File: src/hw/rtl/bba_pkg.sv
// Shared types and constants for the bitmap block allocator.
// No dependencies; imported by the word unit, the engine and the top level.
package bba_pkg;

	localparam int WORD_BITS = 32;   // blocks per bitmap word
	localparam int WORD_LW   = 5;    // bits of a position inside a word
	localparam int BLK_W     = 11;   // block numbers and counts
	localparam int IDX_W     = 10;   // block_index and result_block
	localparam int TYPE_W    = 3;
	localparam int ADDR_W    = 32;
	localparam int PADDR_W   = 3;
	localparam int PDATA_W   = 32;

	localparam logic [BLK_W-1:0] TOTAL_RESET = 11'd1024;

	// Register select taken from paddr[2].
	localparam logic REG_TOTAL = 1'b0;

	typedef enum logic [TYPE_W-1:0] {
		REQ_INIT    = 3'd0,
		REQ_REGION  = 3'd1,
		REQ_NEXT    = 3'd2,
		REQ_RESERVE = 3'd3,
		REQ_FREE    = 3'd4,
		REQ_STATUS  = 3'd5
	} req_type_t;

	typedef enum logic [1:0] {
		WU_READ = 2'd0,
		WU_SET  = 2'd1,
		WU_CLR  = 2'd2,
		WU_SCAN = 2'd3
	} wu_op_t;

	typedef struct packed {
		wu_op_t             op;
		logic [WORD_LW-1:0] lo;   // first bit of the window
		logic [WORD_LW:0]   hi;   // one past the last bit, 1 to 32
	} wu_ctl_t;

	typedef struct packed {
		logic [WORD_BITS-1:0] word;
		logic                 found;
		logic [WORD_LW-1:0]   pos;
		logic                 hit;
	} wu_res_t;

	typedef struct packed {
		logic [TYPE_W-1:0] req_type;
		logic [IDX_W-1:0]  block_index;
		logic [ADDR_W-1:0] start_addr;
		logic [ADDR_W-1:0] end_addr;
	} bba_req_t;

	typedef struct packed {
		logic [IDX_W-1:0] result_block;
		logic             failed;
		logic             block_used;
		logic [BLK_W-1:0] used_count;
	} bba_res_t;

	typedef struct packed {
		logic ready;
		logic done;
	} eng_stat_t;

endpackage

File: src/hw/rtl/bba_word_unit.sv
// Shared word unit: sets, clears, reads or scans a bit window of one bitmap word.
// Depends on bba_pkg.
module bba_word_unit
	import bba_pkg::*;
(
	input  logic [WORD_BITS-1:0] word,
	input  wu_ctl_t              ctl,
	output wu_res_t              res
);

	logic [WORD_BITS-1:0] lo_mask;
	logic [WORD_BITS-1:0] hi_mask;
	logic [WORD_BITS-1:0] mask;
	logic [WORD_BITS-1:0] free_bits;
	logic [WORD_BITS-1:0] lowest;
	logic [WORD_LW-1:0]   pos;

	always_comb begin
		lo_mask   = ~((32'd1 << ctl.lo) - 32'd1);
		hi_mask   = ctl.hi[WORD_LW] ? '1 : ((32'd1 << ctl.hi[WORD_LW-1:0]) - 32'd1);
		mask      = lo_mask & hi_mask;
		free_bits = ~word & mask;
		// Isolate the lowest free bit of the window.
		lowest    = free_bits & (~free_bits + 32'd1);
		pos       = '0;
		for (int i = 0; i < WORD_BITS; i++) begin
			pos = pos | (lowest[i] ? WORD_LW'(i) : '0);
		end
		res.found = |free_bits;
		res.hit   = |(word & mask);
		res.pos   = pos;
		unique case (ctl.op)
			WU_SET:  res.word = word | mask;
			WU_CLR:  res.word = word & ~mask;
			WU_SCAN: res.word = word | lowest;
			default: res.word = word;
		endcase
	end

endmodule

File: src/hw/rtl/bba_engine.sv
// Request sequencer with the bitmap memory and the used-block counter.
// Depends on bba_pkg and bba_word_unit.
module bba_engine
	import bba_pkg::*;
#(
	parameter int BLOCK_BYTES = 4096,
	parameter int MAX_BLOCKS  = 1024
) (
	input  logic             clk,
	input  logic             arst_n,
	input  logic             start,
	input  bba_req_t         req,
	input  logic [BLK_W-1:0] total,
	output eng_stat_t        stat,
	output bba_res_t         res
);

	localparam int MAP_WORDS = (MAX_BLOCKS + WORD_BITS - 1) / WORD_BITS;
	localparam int WAW       = (MAP_WORDS > 1) ? $clog2(MAP_WORDS) : 1;
	localparam int SH        = $clog2(BLOCK_BYTES);
	localparam int FW        = ADDR_W - SH;
	localparam int RST_CNT   = (MAX_BLOCKS < 1024) ? MAX_BLOCKS : 1024;
	localparam logic [WAW-1:0] LAST_WORD = WAW'(MAP_WORDS - 1);

	typedef enum logic [2:0] {
		S_CLEAR,
		S_IDLE,
		S_REG2,
		S_READ,
		S_EVAL
	} state_t;

	state_t               state_q;
	req_type_t            req_q;
	logic [WAW-1:0]       w_q;
	logic [BLK_W-1:0]     blk_lo_q;
	logic [BLK_W-1:0]     blk_hi_q;
	logic [FW-1:0]        first_q;
	logic [ADDR_W-1:0]    len_q;
	logic [BLK_W-1:0]     count_q;
	logic                 reply_q;
	logic                 done_q;
	logic [IDX_W-1:0]     res_block_q;
	logic                 failed_q;
	logic                 used_q;

	logic [WORD_BITS-1:0] mem [MAP_WORDS];
	logic [WORD_BITS-1:0] rdata_q;

	req_type_t            start_type;
	wu_ctl_t              ctl;
	wu_res_t              wu;
	logic [WAW-1:0]       lo_word;
	logic [WAW-1:0]       hi_word;
	logic                 last_word;
	logic [WORD_LW:0]     k;
	logic [BLK_W-1:0]     cnt_dec;
	logic [BLK_W-1:0]     cnt_inc;
	logic [ADDR_W:0]      stop_sum;
	logic [BLK_W-1:0]     stop;
	logic                 we;
	logic [WORD_BITS-1:0] wdata;

	bba_word_unit u_word_unit (
		.word (rdata_q),
		.ctl  (ctl),
		.res  (wu)
	);

	always_comb begin
		start_type = req_type_t'(req.req_type);
		lo_word    = WAW'(blk_lo_q >> WORD_LW);
		hi_word    = WAW'(blk_hi_q >> WORD_LW);
		last_word  = (w_q == hi_word);
		ctl.lo     = (w_q == lo_word) ? blk_lo_q[WORD_LW-1:0] : '0;
		ctl.hi     = last_word ? ({1'b0, blk_hi_q[WORD_LW-1:0]} + 6'd1) : 6'd32;
		k          = ctl.hi - {1'b0, ctl.lo};
		unique case (req_q)
			REQ_NEXT:    ctl.op = WU_SCAN;
			REQ_RESERVE: ctl.op = WU_SET;
			REQ_REGION,
			REQ_FREE:    ctl.op = WU_CLR;
			default:     ctl.op = WU_READ;
		endcase
		// The count moves per block and saturates at zero and at the total.
		cnt_dec = (count_q > BLK_W'(k)) ? (count_q - BLK_W'(k)) : '0;
		cnt_inc = (count_q < total) ? (count_q + 11'd1) : count_q;
		// End of the region in blocks, with a partial block rounded up.
		stop_sum = (ADDR_W+1)'(first_q) + (ADDR_W+1)'(len_q >> SH)
			+ (ADDR_W+1)'(|len_q[SH-1:0]);
		stop     = (stop_sum < (ADDR_W+1)'(total)) ? BLK_W'(stop_sum) : total;
		we       = (state_q == S_CLEAR)
			|| ((state_q == S_EVAL) && (req_q != REQ_STATUS));
		wdata    = (state_q == S_CLEAR) ? '1 : wu.word;
	end

	always_ff @(posedge clk) begin
		if (we) begin
			mem[w_q] <= wdata;
		end
		if (state_q == S_READ) begin
			rdata_q <= mem[w_q];
		end
	end

	always_ff @(posedge clk or negedge arst_n) begin
		if (!arst_n) begin
			state_q     <= S_CLEAR;
			req_q       <= REQ_INIT;
			w_q         <= '0;
			blk_lo_q    <= '0;
			blk_hi_q    <= '0;
			first_q     <= '0;
			len_q       <= '0;
			count_q     <= BLK_W'(RST_CNT);
			reply_q     <= 1'b0;
			done_q      <= 1'b0;
			res_block_q <= '0;
			failed_q    <= 1'b0;
			used_q      <= 1'b0;
		end else begin
			done_q <= 1'b0;
			unique case (state_q)
				S_CLEAR: begin
					if (w_q == LAST_WORD) begin
						state_q <= S_IDLE;
						done_q  <= reply_q;
						reply_q <= 1'b0;
					end else begin
						w_q <= w_q + 1'b1;
					end
				end
				S_IDLE: begin
					if (start) begin
						req_q       <= start_type;
						res_block_q <= req.block_index;
						failed_q    <= 1'b0;
						used_q      <= 1'b0;
						unique case (start_type)
							REQ_INIT: begin
								count_q <= total;
								w_q     <= '0;
								reply_q <= 1'b1;
								state_q <= S_CLEAR;
							end
							REQ_REGION: begin
								len_q   <= req.end_addr - req.start_addr;
								first_q <= FW'(req.start_addr >> SH);
								state_q <= S_REG2;
							end
							REQ_NEXT: begin
								if (total == '0) begin
									failed_q    <= 1'b1;
									res_block_q <= '0;
									done_q      <= 1'b1;
								end else begin
									blk_lo_q <= '0;
									blk_hi_q <= total - 11'd1;
									w_q      <= '0;
									state_q  <= S_READ;
								end
							end
							REQ_RESERVE,
							REQ_FREE,
							REQ_STATUS: begin
								if (BLK_W'(req.block_index) < total) begin
									blk_lo_q <= BLK_W'(req.block_index);
									blk_hi_q <= BLK_W'(req.block_index);
									w_q      <= WAW'(req.block_index >> WORD_LW);
									state_q  <= S_READ;
								end else begin
									done_q <= 1'b1;
								end
							end
							default: begin
								done_q <= 1'b1;
							end
						endcase
					end
				end
				S_REG2: begin
					if ((ADDR_W+1)'(first_q) >= (ADDR_W+1)'(stop)) begin
						done_q  <= 1'b1;
						state_q <= S_IDLE;
					end else begin
						blk_lo_q <= BLK_W'(first_q);
						blk_hi_q <= stop - 11'd1;
						w_q      <= WAW'(first_q >> WORD_LW);
						state_q  <= S_READ;
					end
				end
				S_READ: begin
					state_q <= S_EVAL;
				end
				S_EVAL: begin
					state_q <= S_IDLE;
					done_q  <= 1'b1;
					unique case (req_q)
						REQ_NEXT: begin
							if (wu.found) begin
								count_q     <= cnt_inc;
								res_block_q <= IDX_W'({w_q, wu.pos});
							end else if (last_word) begin
								failed_q    <= 1'b1;
								res_block_q <= '0;
							end else begin
								w_q     <= w_q + 1'b1;
								state_q <= S_READ;
								done_q  <= 1'b0;
							end
						end
						REQ_REGION: begin
							count_q <= cnt_dec;
							if (!last_word) begin
								w_q     <= w_q + 1'b1;
								state_q <= S_READ;
								done_q  <= 1'b0;
							end
						end
						REQ_FREE:    count_q <= cnt_dec;
						REQ_RESERVE: count_q <= cnt_inc;
						REQ_STATUS:  used_q  <= wu.hit;
						default: begin
						end
					endcase
				end
				default: begin
					state_q <= S_IDLE;
				end
			endcase
		end
	end

	assign stat.ready       = (state_q == S_IDLE) && !done_q;
	assign stat.done        = done_q;
	assign res.result_block = res_block_q;
	assign res.failed       = failed_q;
	assign res.block_used   = used_q;
	assign res.used_count   = count_q;

endmodule

File: src/hw/rtl/bitmap_block_allocator.sv
// Top level of the bitmap block allocator: configuration port, handshakes, engine.
// Depends on bba_pkg and bba_engine.
//
// The block keeps one used bit per BLOCK_BYTES-sized block, MAX_BLOCKS bits in
// a single-port style memory of 32-bit words, and a count of used blocks that
// moves on every set or clear and saturates at zero and at the total. It works
// on one transaction at a time and returns exactly one result transaction per
// request; a new request is taken only after the previous result has been
// taken. Each visit of a bitmap word is one memory read followed by one pass
// through the shared word unit: reserve, free and status visit at most one
// word, reserve-next visits each word it scans, add-region visits each word
// it touches after a setup step, and init rewrites the whole memory.
// After reset a clearing pass writes every word to all ones (32 words with
// the default parameters), during which no request transaction is accepted;
// configuration writes are taken at any time. BLOCK_BYTES must be a power of
// two. The total_blocks register sits at byte address 0.
module bitmap_block_allocator
	import bba_pkg::*;
#(
	parameter int BLOCK_BYTES = 4096,
	parameter int MAX_BLOCKS  = 1024
) (
	input  logic               clk,
	input  logic               arst_n,
	// Configuration port.
	input  logic               psel,
	input  logic               penable,
	input  logic               pwrite,
	input  logic [PADDR_W-1:0] paddr,
	input  logic [PDATA_W-1:0] pwdata,
	output logic [PDATA_W-1:0] prdata,
	output logic               pready,
	// Request channel.
	input  logic               in_valid,
	output logic               in_stall,
	input  logic [TYPE_W-1:0]  req_type,
	input  logic [IDX_W-1:0]   block_index,
	input  logic [ADDR_W-1:0]  start_addr,
	input  logic [ADDR_W-1:0]  end_addr,
	// Result channel.
	output logic               out_valid,
	input  logic               out_stall,
	output logic [IDX_W-1:0]   result_block,
	output logic               failed,
	output logic               block_used,
	output logic [BLK_W-1:0]   used_count
);

	// Largest total the engine ever sees, the smaller of the register range
	// and the bitmap size.
	localparam int MAXC = (MAX_BLOCKS < 2047) ? MAX_BLOCKS : 2047;

	logic [BLK_W-1:0] total_q;
	logic [BLK_W-1:0] eff_total;
	logic             out_valid_q;
	logic             start;
	bba_req_t         req;
	bba_res_t         res;
	eng_stat_t        stat;

	// The register takes its new value at the access phase of a write.
	always_ff @(posedge clk or negedge arst_n) begin
		if (!arst_n) begin
			total_q <= TOTAL_RESET;
		end else if (psel && penable && pwrite && (paddr[2] == REG_TOTAL)) begin
			total_q <= pwdata[BLK_W-1:0];
		end
	end

	assign pready    = 1'b1;
	assign prdata    = (paddr[2] == REG_TOTAL) ? PDATA_W'(total_q) : '0;
	assign eff_total = (total_q < BLK_W'(MAXC)) ? total_q : BLK_W'(MAXC);

	// A request is held off while the engine works and while a result waits.
	assign in_stall = !stat.ready || out_valid_q;
	assign start    = in_valid && !in_stall;

	assign req.req_type    = req_type;
	assign req.block_index = block_index;
	assign req.start_addr  = start_addr;
	assign req.end_addr    = end_addr;

	bba_engine #(
		.BLOCK_BYTES (BLOCK_BYTES),
		.MAX_BLOCKS  (MAX_BLOCKS)
	) u_engine (
		.clk    (clk),
		.arst_n (arst_n),
		.start  (start),
		.req    (req),
		.total  (eff_total),
		.stat   (stat),
		.res    (res)
	);

	// The engine's result registers hold still until the next request, so
	// only the valid flag lives here.
	always_ff @(posedge clk or negedge arst_n) begin
		if (!arst_n) begin
			out_valid_q <= 1'b0;
		end else if (stat.done) begin
			out_valid_q <= 1'b1;
		end else if (out_valid_q && !out_stall) begin
			out_valid_q <= 1'b0;
		end
	end

	assign out_valid    = out_valid_q;
	assign result_block = res.result_block;
	assign failed       = res.failed;
	assign block_used   = res.block_used;
	assign used_count   = res.used_count;

endmodule

File: config.mk
export PLATFORM = sky130hd
export DESIGN_NAME = bitmap_block_allocator
export DESIGN_NICKNAME = d
export VERILOG_FILES = /design/src/hw/rtl/bba_pkg.sv /design/src/hw/rtl/bba_word_unit.sv /design/src/hw/rtl/bba_engine.sv /design/src/hw/rtl/bitmap_block_allocator.sv
export SDC_FILE = /design/constraint.sdc
export NUM_CORES = 2
export LEC_CHECK = 0
export BUFFER_PORTS_ARGS = -buffer_cell sky130_fd_sc_hd__buf_4
export CAP_MARGIN = 20
export CORE_MARGIN = 3
export CORE_UTILIZATION = 45
export CTS_BUF_LIST = sky130_fd_sc_hd__clkbuf_8
export DETAILED_ROUTE_END_ITERATION = 10
export GPL_TIMING_DRIVEN = 0
export PLACE_DENSITY = 0.61
export SYNTH_ARGS = -nofsm -noshare
export SYNTH_HDL_FRONTEND = slang
export SYNTH_SLANG_ARGS = --single-unit
File: constraint.sdc
create_clock -name clk -period 8.45 [get_ports clk]
set_input_delay 0.4225 -clock clk [delete_from_list [all_inputs] [get_ports clk]]
set_output_delay 0.4225 -clock clk [all_outputs]
set_load 0.005 [all_outputs]
======== After elaboration in Yosys (flattened, before gate mapping) ========
Memory sizes are Yosys's and may differ from the RTL's. A register that Yosys moved wholly into a read port is not among the register bits.
Cells that the tools add are included.
word-level totals
  flip-flop bits (word level) ............. 120
  memory bits (writable) .................. 1024
  bits of input ports ..................... 119
  output and inout port bits .............. 58
  logic and storage cells ................. 268
  memories ................................ 1
operators by class
  $add $sub $neg .......................... 13
  $lt $le $gt $ge ......................... 6
  equal/unequal tests ..................... 40
  shifts and indexed selects .............. 2
  multiplexer cells ....................... 112
  bitwise logic cells ..................... 42
  reductions and logical operators ........ 37
memories
  name          depth  bits a word  rd ports  clocked after Yosys merged registers in  wr ports  line              RTL
  u_engine.mem  32     32           1         1                                        1         bba_engine.sv:47  logic [WORD_BITS-1:0] mem [MAP_WORDS];
operators with widths
  cell                                                                   count
  32-bit bitwise AND                                                     5
  10-bit 2-to-1 mux                                                      13
  32-bit NOT                                                             4
  5-bit 2-to-1 mux                                                       24
  10-bit case mux with 2 select lines                                    5
  32-bit case mux with 3 select lines                                    1
  11-bit 2-to-1 mux                                                      8
  5-bit OR                                                               15
  32-bit 2-to-1 mux                                                      2
  32-bit OR                                                              2
  32-bit OR reduction                                                    2
  1-bit by 5-bit left shift with 32-bit output (first input constant)    2
  32-bit by 1-bit subtractor with 32-bit output (second input constant)  2
  33-bit by 1-bit adder with 33-bit output                               1
  33-bit by 11-bit less-than comparator with 1-bit output                1
  11-bit case mux with 3 select lines                                    1
  32-bit by 1-bit adder with 32-bit output (second input constant)       1
  4-bit 2-to-1 mux                                                       8
  32-bit subtractor                                                      1
  4-bit OR                                                               7
  3-bit 2-to-1 mux                                                       9
  1-bit 2-to-1 mux                                                       22
  11-bit case mux with 2 select lines                                    1
  20-bit by 20-bit adder with 21-bit output                              1
  59 further kinds                                                       114

======== Longest topological paths before layout ========
  depth in word-level cells ............... 44
  depth in mapped cells ................... 31
  depth with buffers taken out ............ 30

======== By module ========
A second synthesis with hierarchy kept.
unflattened totals
  cell total of the unflattened synthesis .. 3524
  area total of the unflattened synthesis .. 54013.1 um2
by module, submodules not included
  module                  times used  cells an instance  area an instance (um2)  seq. area each (um2)
  bba_engine              1           2920               49811.5                 34414.3
  bba_word_unit           1           528                3369.5                  0.0
  bitmap_block_allocator  1           76                 832.0                   301.5

======== Worst setup path after synthesis ========
Ideal clock, no wire load.
  path type ............................... register to register
  start ................................... reg u_engine.first_q[0]
  end ..................................... reg u_engine.blk_hi_q[3]
  library setup time ...................... 82 ps
  data arrival time ....................... 6965 ps
  data required time ...................... 8368 ps
  setup slack ............................. 1403 ps
  cell stages (with the launch flop) ...... 32
  path buffers ............................ 2
  clock period less this slack ............ 7047 ps
  path through ............................ dfrtp_1 ha_1 fa_1 a211oi_1 o21ai_0 xnor2_1 nor4_1 nand4_1 nor3_1 a21oi_1 o211ai_1 xor2_1 ha_1 o21ai_0 o211ai_1 nor4_2 nand2_1 buf_2 mux2i_1 ha_1 a21o_1 a21o_1 a21o_1 a21o_1 a21o_1 a21oi_1 o21a_1 o21ai_0 o2bb2ai_1 clkbuf_1 nor2_1 a31oi_1
on the way
  word-level cells in the longest chain between the ends .. 7
  elaborated cells between the ends (all ways) .. 10
  those cells by class .................... add/sub: 3; order compare: 2; eq/ne: 1; mux: 3; reduce/logical: 1
ends and longest elaborated chain
  element                                                                                                                                 line                                  RTL
  start: declaration                                                                                                                      bba_engine.sv:38                      logic [FW-1:0] first_q;
  start signal: assignment                                                                                                                bba_engine.sv:148                     first_q <= FW'(req.start_addr >> SH);
  20-bit by 20-bit adder with 21-bit output                                                                                               bba_engine.sv:89                      stop_sum = (ADDR_W+1)'(first_q) + (ADDR_W+1)'(len_q >> SH)
  33-bit by 1-bit adder with 33-bit output                                                                                                bba_engine.sv:90                      + (ADDR_W+1)'(|len_q[SH-1:0]);
  33-bit by 11-bit less-than comparator with 1-bit output                                                                                 bba_engine.sv:91                      stop = (stop_sum < (ADDR_W+1)'(total)) ? BLK_W'(stop_sum) : total;
  11-bit 2-to-1 mux                                                                                                                       bba_engine.sv:91
  20-bit by 11-bit greater-or-equal comparator with 1-bit output / 10-bit by 1-bit subtractor with 10-bit output (equally long branches)  bba_engine.sv:182, bba_engine.sv:187
  2-bit inequality test (no source line) / 10-bit 2-to-1 mux (equally long branches)                                                      n/a
  6-bit AND reduction (no source line) / 10-bit case mux with 2 select lines (equally long branches)                                      n/a
  end signal: assignment                                                                                                                  bba_engine.sv:158                     blk_hi_q <= total - 11'd1;
  end signal: assignment                                                                                                                  bba_engine.sv:168                     blk_hi_q <= BLK_W'(req.block_index);
  end signal: assignment                                                                                                                  bba_engine.sv:187                     blk_hi_q <= stop - 11'd1;
  end: declaration                                                                                                                        bba_engine.sv:37                      logic [BLK_W-1:0] blk_hi_q;
Parallel ways exist; a longest one is shown, timed or not. The select of a mux whose other input is x is not followed.
A chain may end at the register's enable or synchronous reset.

======== Final worst setup path ========
  start ................................... reg u_engine.first_q[0]
  end ..................................... reg u_engine.blk_hi_q[0]
The elaborated chain is that of the path after synthesis.

==> run metrics <==
Total Die Area=0.124 mm2; die height=352 um; GR Overflow Total=0; root buffer cell=clkbuf_8; Cells after Synth=3600; Hold Path End=u_engine.len_q[6]$_DFFE_PN0P_; CTS clk-pin slew, worst paths=0.06 ns; largest net degree at the start of global routing=64; I/O pin total=177; EDFF count, synth=1056; CTS Buf Count=188; filler-free cell count of the finished design=5870; H-tree depth=4; total length of routed wires=171 mm; pre-CTS setup slack=-0.667 ns; post-layout min period=8.00 ns; DPL Wire Length=121 mm; Die Wd=352 um; R2R Setup Slk=0.45 ns; Hold/Removal Path Class=in2reg; Slew HR=17.4%; DP Cell Count=5441; crit-path most repeated cell=a21o_1; FF+latch count, synth=1176; WHS Path Cells=4; # setup viols final=0; largest cells by area after synthesis=edfxtp_1 (59%), mux4_2 (11%), dfrtp_1 (5.5%); hold path startpoint=end_addr[6]; Initial Util=45.6%; Crit path largest cell delay=0.50 ns; vias in the first global route=35000; power density over the cells=390 mW/mm2; hold slack=0.0728 ns; Clock Sinks=1176; DRT iter0 DRCs=4372; CP max FO=10; Setup CP Type=reg2reg; leading area contributor after synthesis=edfxtp_1; WP data arrival=8.71 ns; DRC violations left=0; FF-to-FF path depth=32; sequential area share after synthesis=64.3%; Total GRT Usage=27.2%; Setup TNS=0 ns; initial antenna violation count=5; Final Hold Viols=0; Lkg Pwr=0.0220 uW; Max-Cap Viols=0; P&R area growth vs syn=17.9%; Mapped Area=0.0540 mm2; DR vias=36000; Avg Cell Area, Syn=15.0 um2; Synth async-reset ratio=10.2%; Synth cell types=106; status=finished clean; vias per cell=6.14; pins over their slew limit=0; post-layout util=53.7%; Core ar.=0.119 mm2; CTS tree=done; Final ANT Viol Nets=0; layout cells sized above 1=21.0%; Cell Rows=126; Final nets=4348; worst r2r src=u_engine.first_q[0]$_DFFE_PN0P_; worst slew pin tran=1.24 ns; clk_skew=0.0559 ns; Final Cycle Share=94.7%; Synth top area share=58.7%; Max clock buf depth=3; worst skew pair latency=0.90 ns; count leader, synth=edfxtp_1; top cells by count, synth=edfxtp_1 (1056), mux4_2 (256), nand2_1 (241), nor2_1 (201), o21ai_0 (195); Peak VDD IR=0.272 mV; r2r endpoint=u_engine.blk_hi_q[0]$_DFFE_PN0P_; DRT Pass-1 Iters=6; Yosys warnings=0; wire per inst=29.1 um; Critical Path End Type=flop; GPL Wtd Cong=0.944; first-pass GRT wire length=247 mm; setup ws final=0.450 ns; CP max-delay cell=a311oi_4; Main synth FF type=edfxtp_1; achievable frequency=125 MHz; WP data required=9.16 ns; Buffers on Ports=131; nature of the critical path startpoint=flop
sequential cells by signal, indices dropped and copies added, names as in the netlist:
| name | count |
|---|---|
| u_engine.blk_hi_q | 10 |
| u_engine.used_q | 1 |
| u_engine.done_q | 1 |
| u_engine.len_q | 32 |
| u_engine.reply_q | 1 |
| u_engine.req_q | 3 |
| u_engine.count_q | 11 |
| u_engine.failed_q | 1 |
| u_engine.first_q | 20 |
| u_engine.blk_lo_q | 10 |
| u_engine.res_block_q | 10 |
| u_engine.state_q | 3 |
| u_engine.rdata_q | 32 |
| out_valid | 1 |
| total_q | 11 |
| u_engine.mem | 1024 |
| u_engine.w_q | 5 |
cell families (layout without fill, tap and decap cells):
group	after synthesis	in the layout	share of synthesized area, %
adders and majority gates	120	120	2.84
DFF	1176	1176	64.3
other	2	23	0.0139
AOI/OAI and AO/OA	775	775	9.79
buffers and inverters	319	968	2.49
xor gates and xnor gates	108	108	1.78
muxes	302	302	11.6
and+or+nand+nor	798	798	7.18
worst max path at each step:
stage	start	to	slack, ns	cells past startpoint
after CTS	u_engine.first_q[0]$_DFFE_PN0P_	u_engine.blk_hi_q[0]$_DFFE_PN0P_	0.12	31
final	u_engine.first_q[0]$_DFFE_PN0P_	u_engine.blk_hi_q[0]$_DFFE_PN0P_	0.45	32
after detailed placement	u_engine.first_q[0]$_DFFE_PN0P_	u_engine.blk_hi_q[3]$_DFFE_PN0P_	-0.67	31
after floorplan	u_engine.first_q[0]$_DFFE_PN0P_	u_engine.blk_hi_q[3]$_DFFE_PN0P_	1.40	31
after global routing	u_engine.first_q[0]$_DFFE_PN0P_	u_engine.blk_hi_q[0]$_DFFE_PN0P_	-0.004	32
after global placement	u_engine.w_q[1]$_DFFE_PN0P_	u_engine.mem[23][29]$_DFFE_PP_	-3.74	18
layout by cell type (no fill, tap or decap), types with 56 or more instances in the layout:
cell type,count
dlygate4sd3_1,60
xnor2_1,65
a22oi_1,138
o21ai_0,186
ha_1,116
clkbuf_8,193
edfxtp_1,1056
a21oi_1,118
mux4_2,256
buf_4,176
nor3_1,56
nand2_1,241
nor2_1,168
inv_1,175
dfrtp_1,118
clkbuf_1,140
area by class of cell:
| cell class | count | area [um2] |
|---|---|---|
| Clock buffer | 193 | 2660 |
| Tap cell | 1600 | 2000 |
| Antenna cell | 1 | 2.50 |
| Multi-Input combinational cell | 2125 | 18400 |
| Inverter | 106 | 398 |
| Timing Repair Buffer | 299 | 3580 |
| Fill cell | 9701 | 54900 |
| Buffer | 213 | 951 |
| Clock inverter | 157 | 910 |
| Sequential cell | 1176 | 34700 |
what timing repair did:
| action | 4_1_cts | 5_1_grt |
|---|---|---|
| hold buffers | 60 | 0 |
| pin swaps | 0 | 2 |
| resized for setup | 5 | 7 |
| setup buffers | 0 | 5 |
| endpoints found under the hold margin | 165 | 0 |
| endpoints found under the setup margin | 19 | 21 |
metrics by stage:
step | cell area (um2) | total power (uW)
after floorplan | 54100 | 15300
after global placement | 57100 | 19100
after detailed placement | 59100 | 19800
after CTS | 63300 | 24500
after global routing | 63600 | 26000
final | 63600 | 24800
critical path: cells and delay by family, from the launching register on:
kind	cells	cell delay (ns)
AO/OA/AOI/OAI	16	3.21
AND/OR/NAND/NOR	6	1.47
buffers and inverters	4	1.03
XOR/XNOR	1	0.18
multiplexers	1	0.27
adder cells (fa/ha/maj)	4	1.21
flip-flops	1	0.48
routing by layer:
| layer | GRT usage, % | vias up | wire length (um) |
|---|---|---|---|
| met5 | 0 | - | 35 |
| met4 | 8.87 | 6 | 5510 |
| met3 | 5.15 | 266 | 15700 |
| met2 | 43.1 | 1908 | 79900 |
| met1 | 38.1 | 18500 | 69300 |
| li1 | - | 15400 | - |
where the power goes:
part           switching [uW]  total [uW]  internal (uW)
clock                    2340        4660           2310
combinational            7320       11200           3890
sequential                403        8950           8550
total                   10100       24800          14800
Note: power is estimated with default switching activity, not from simulation.
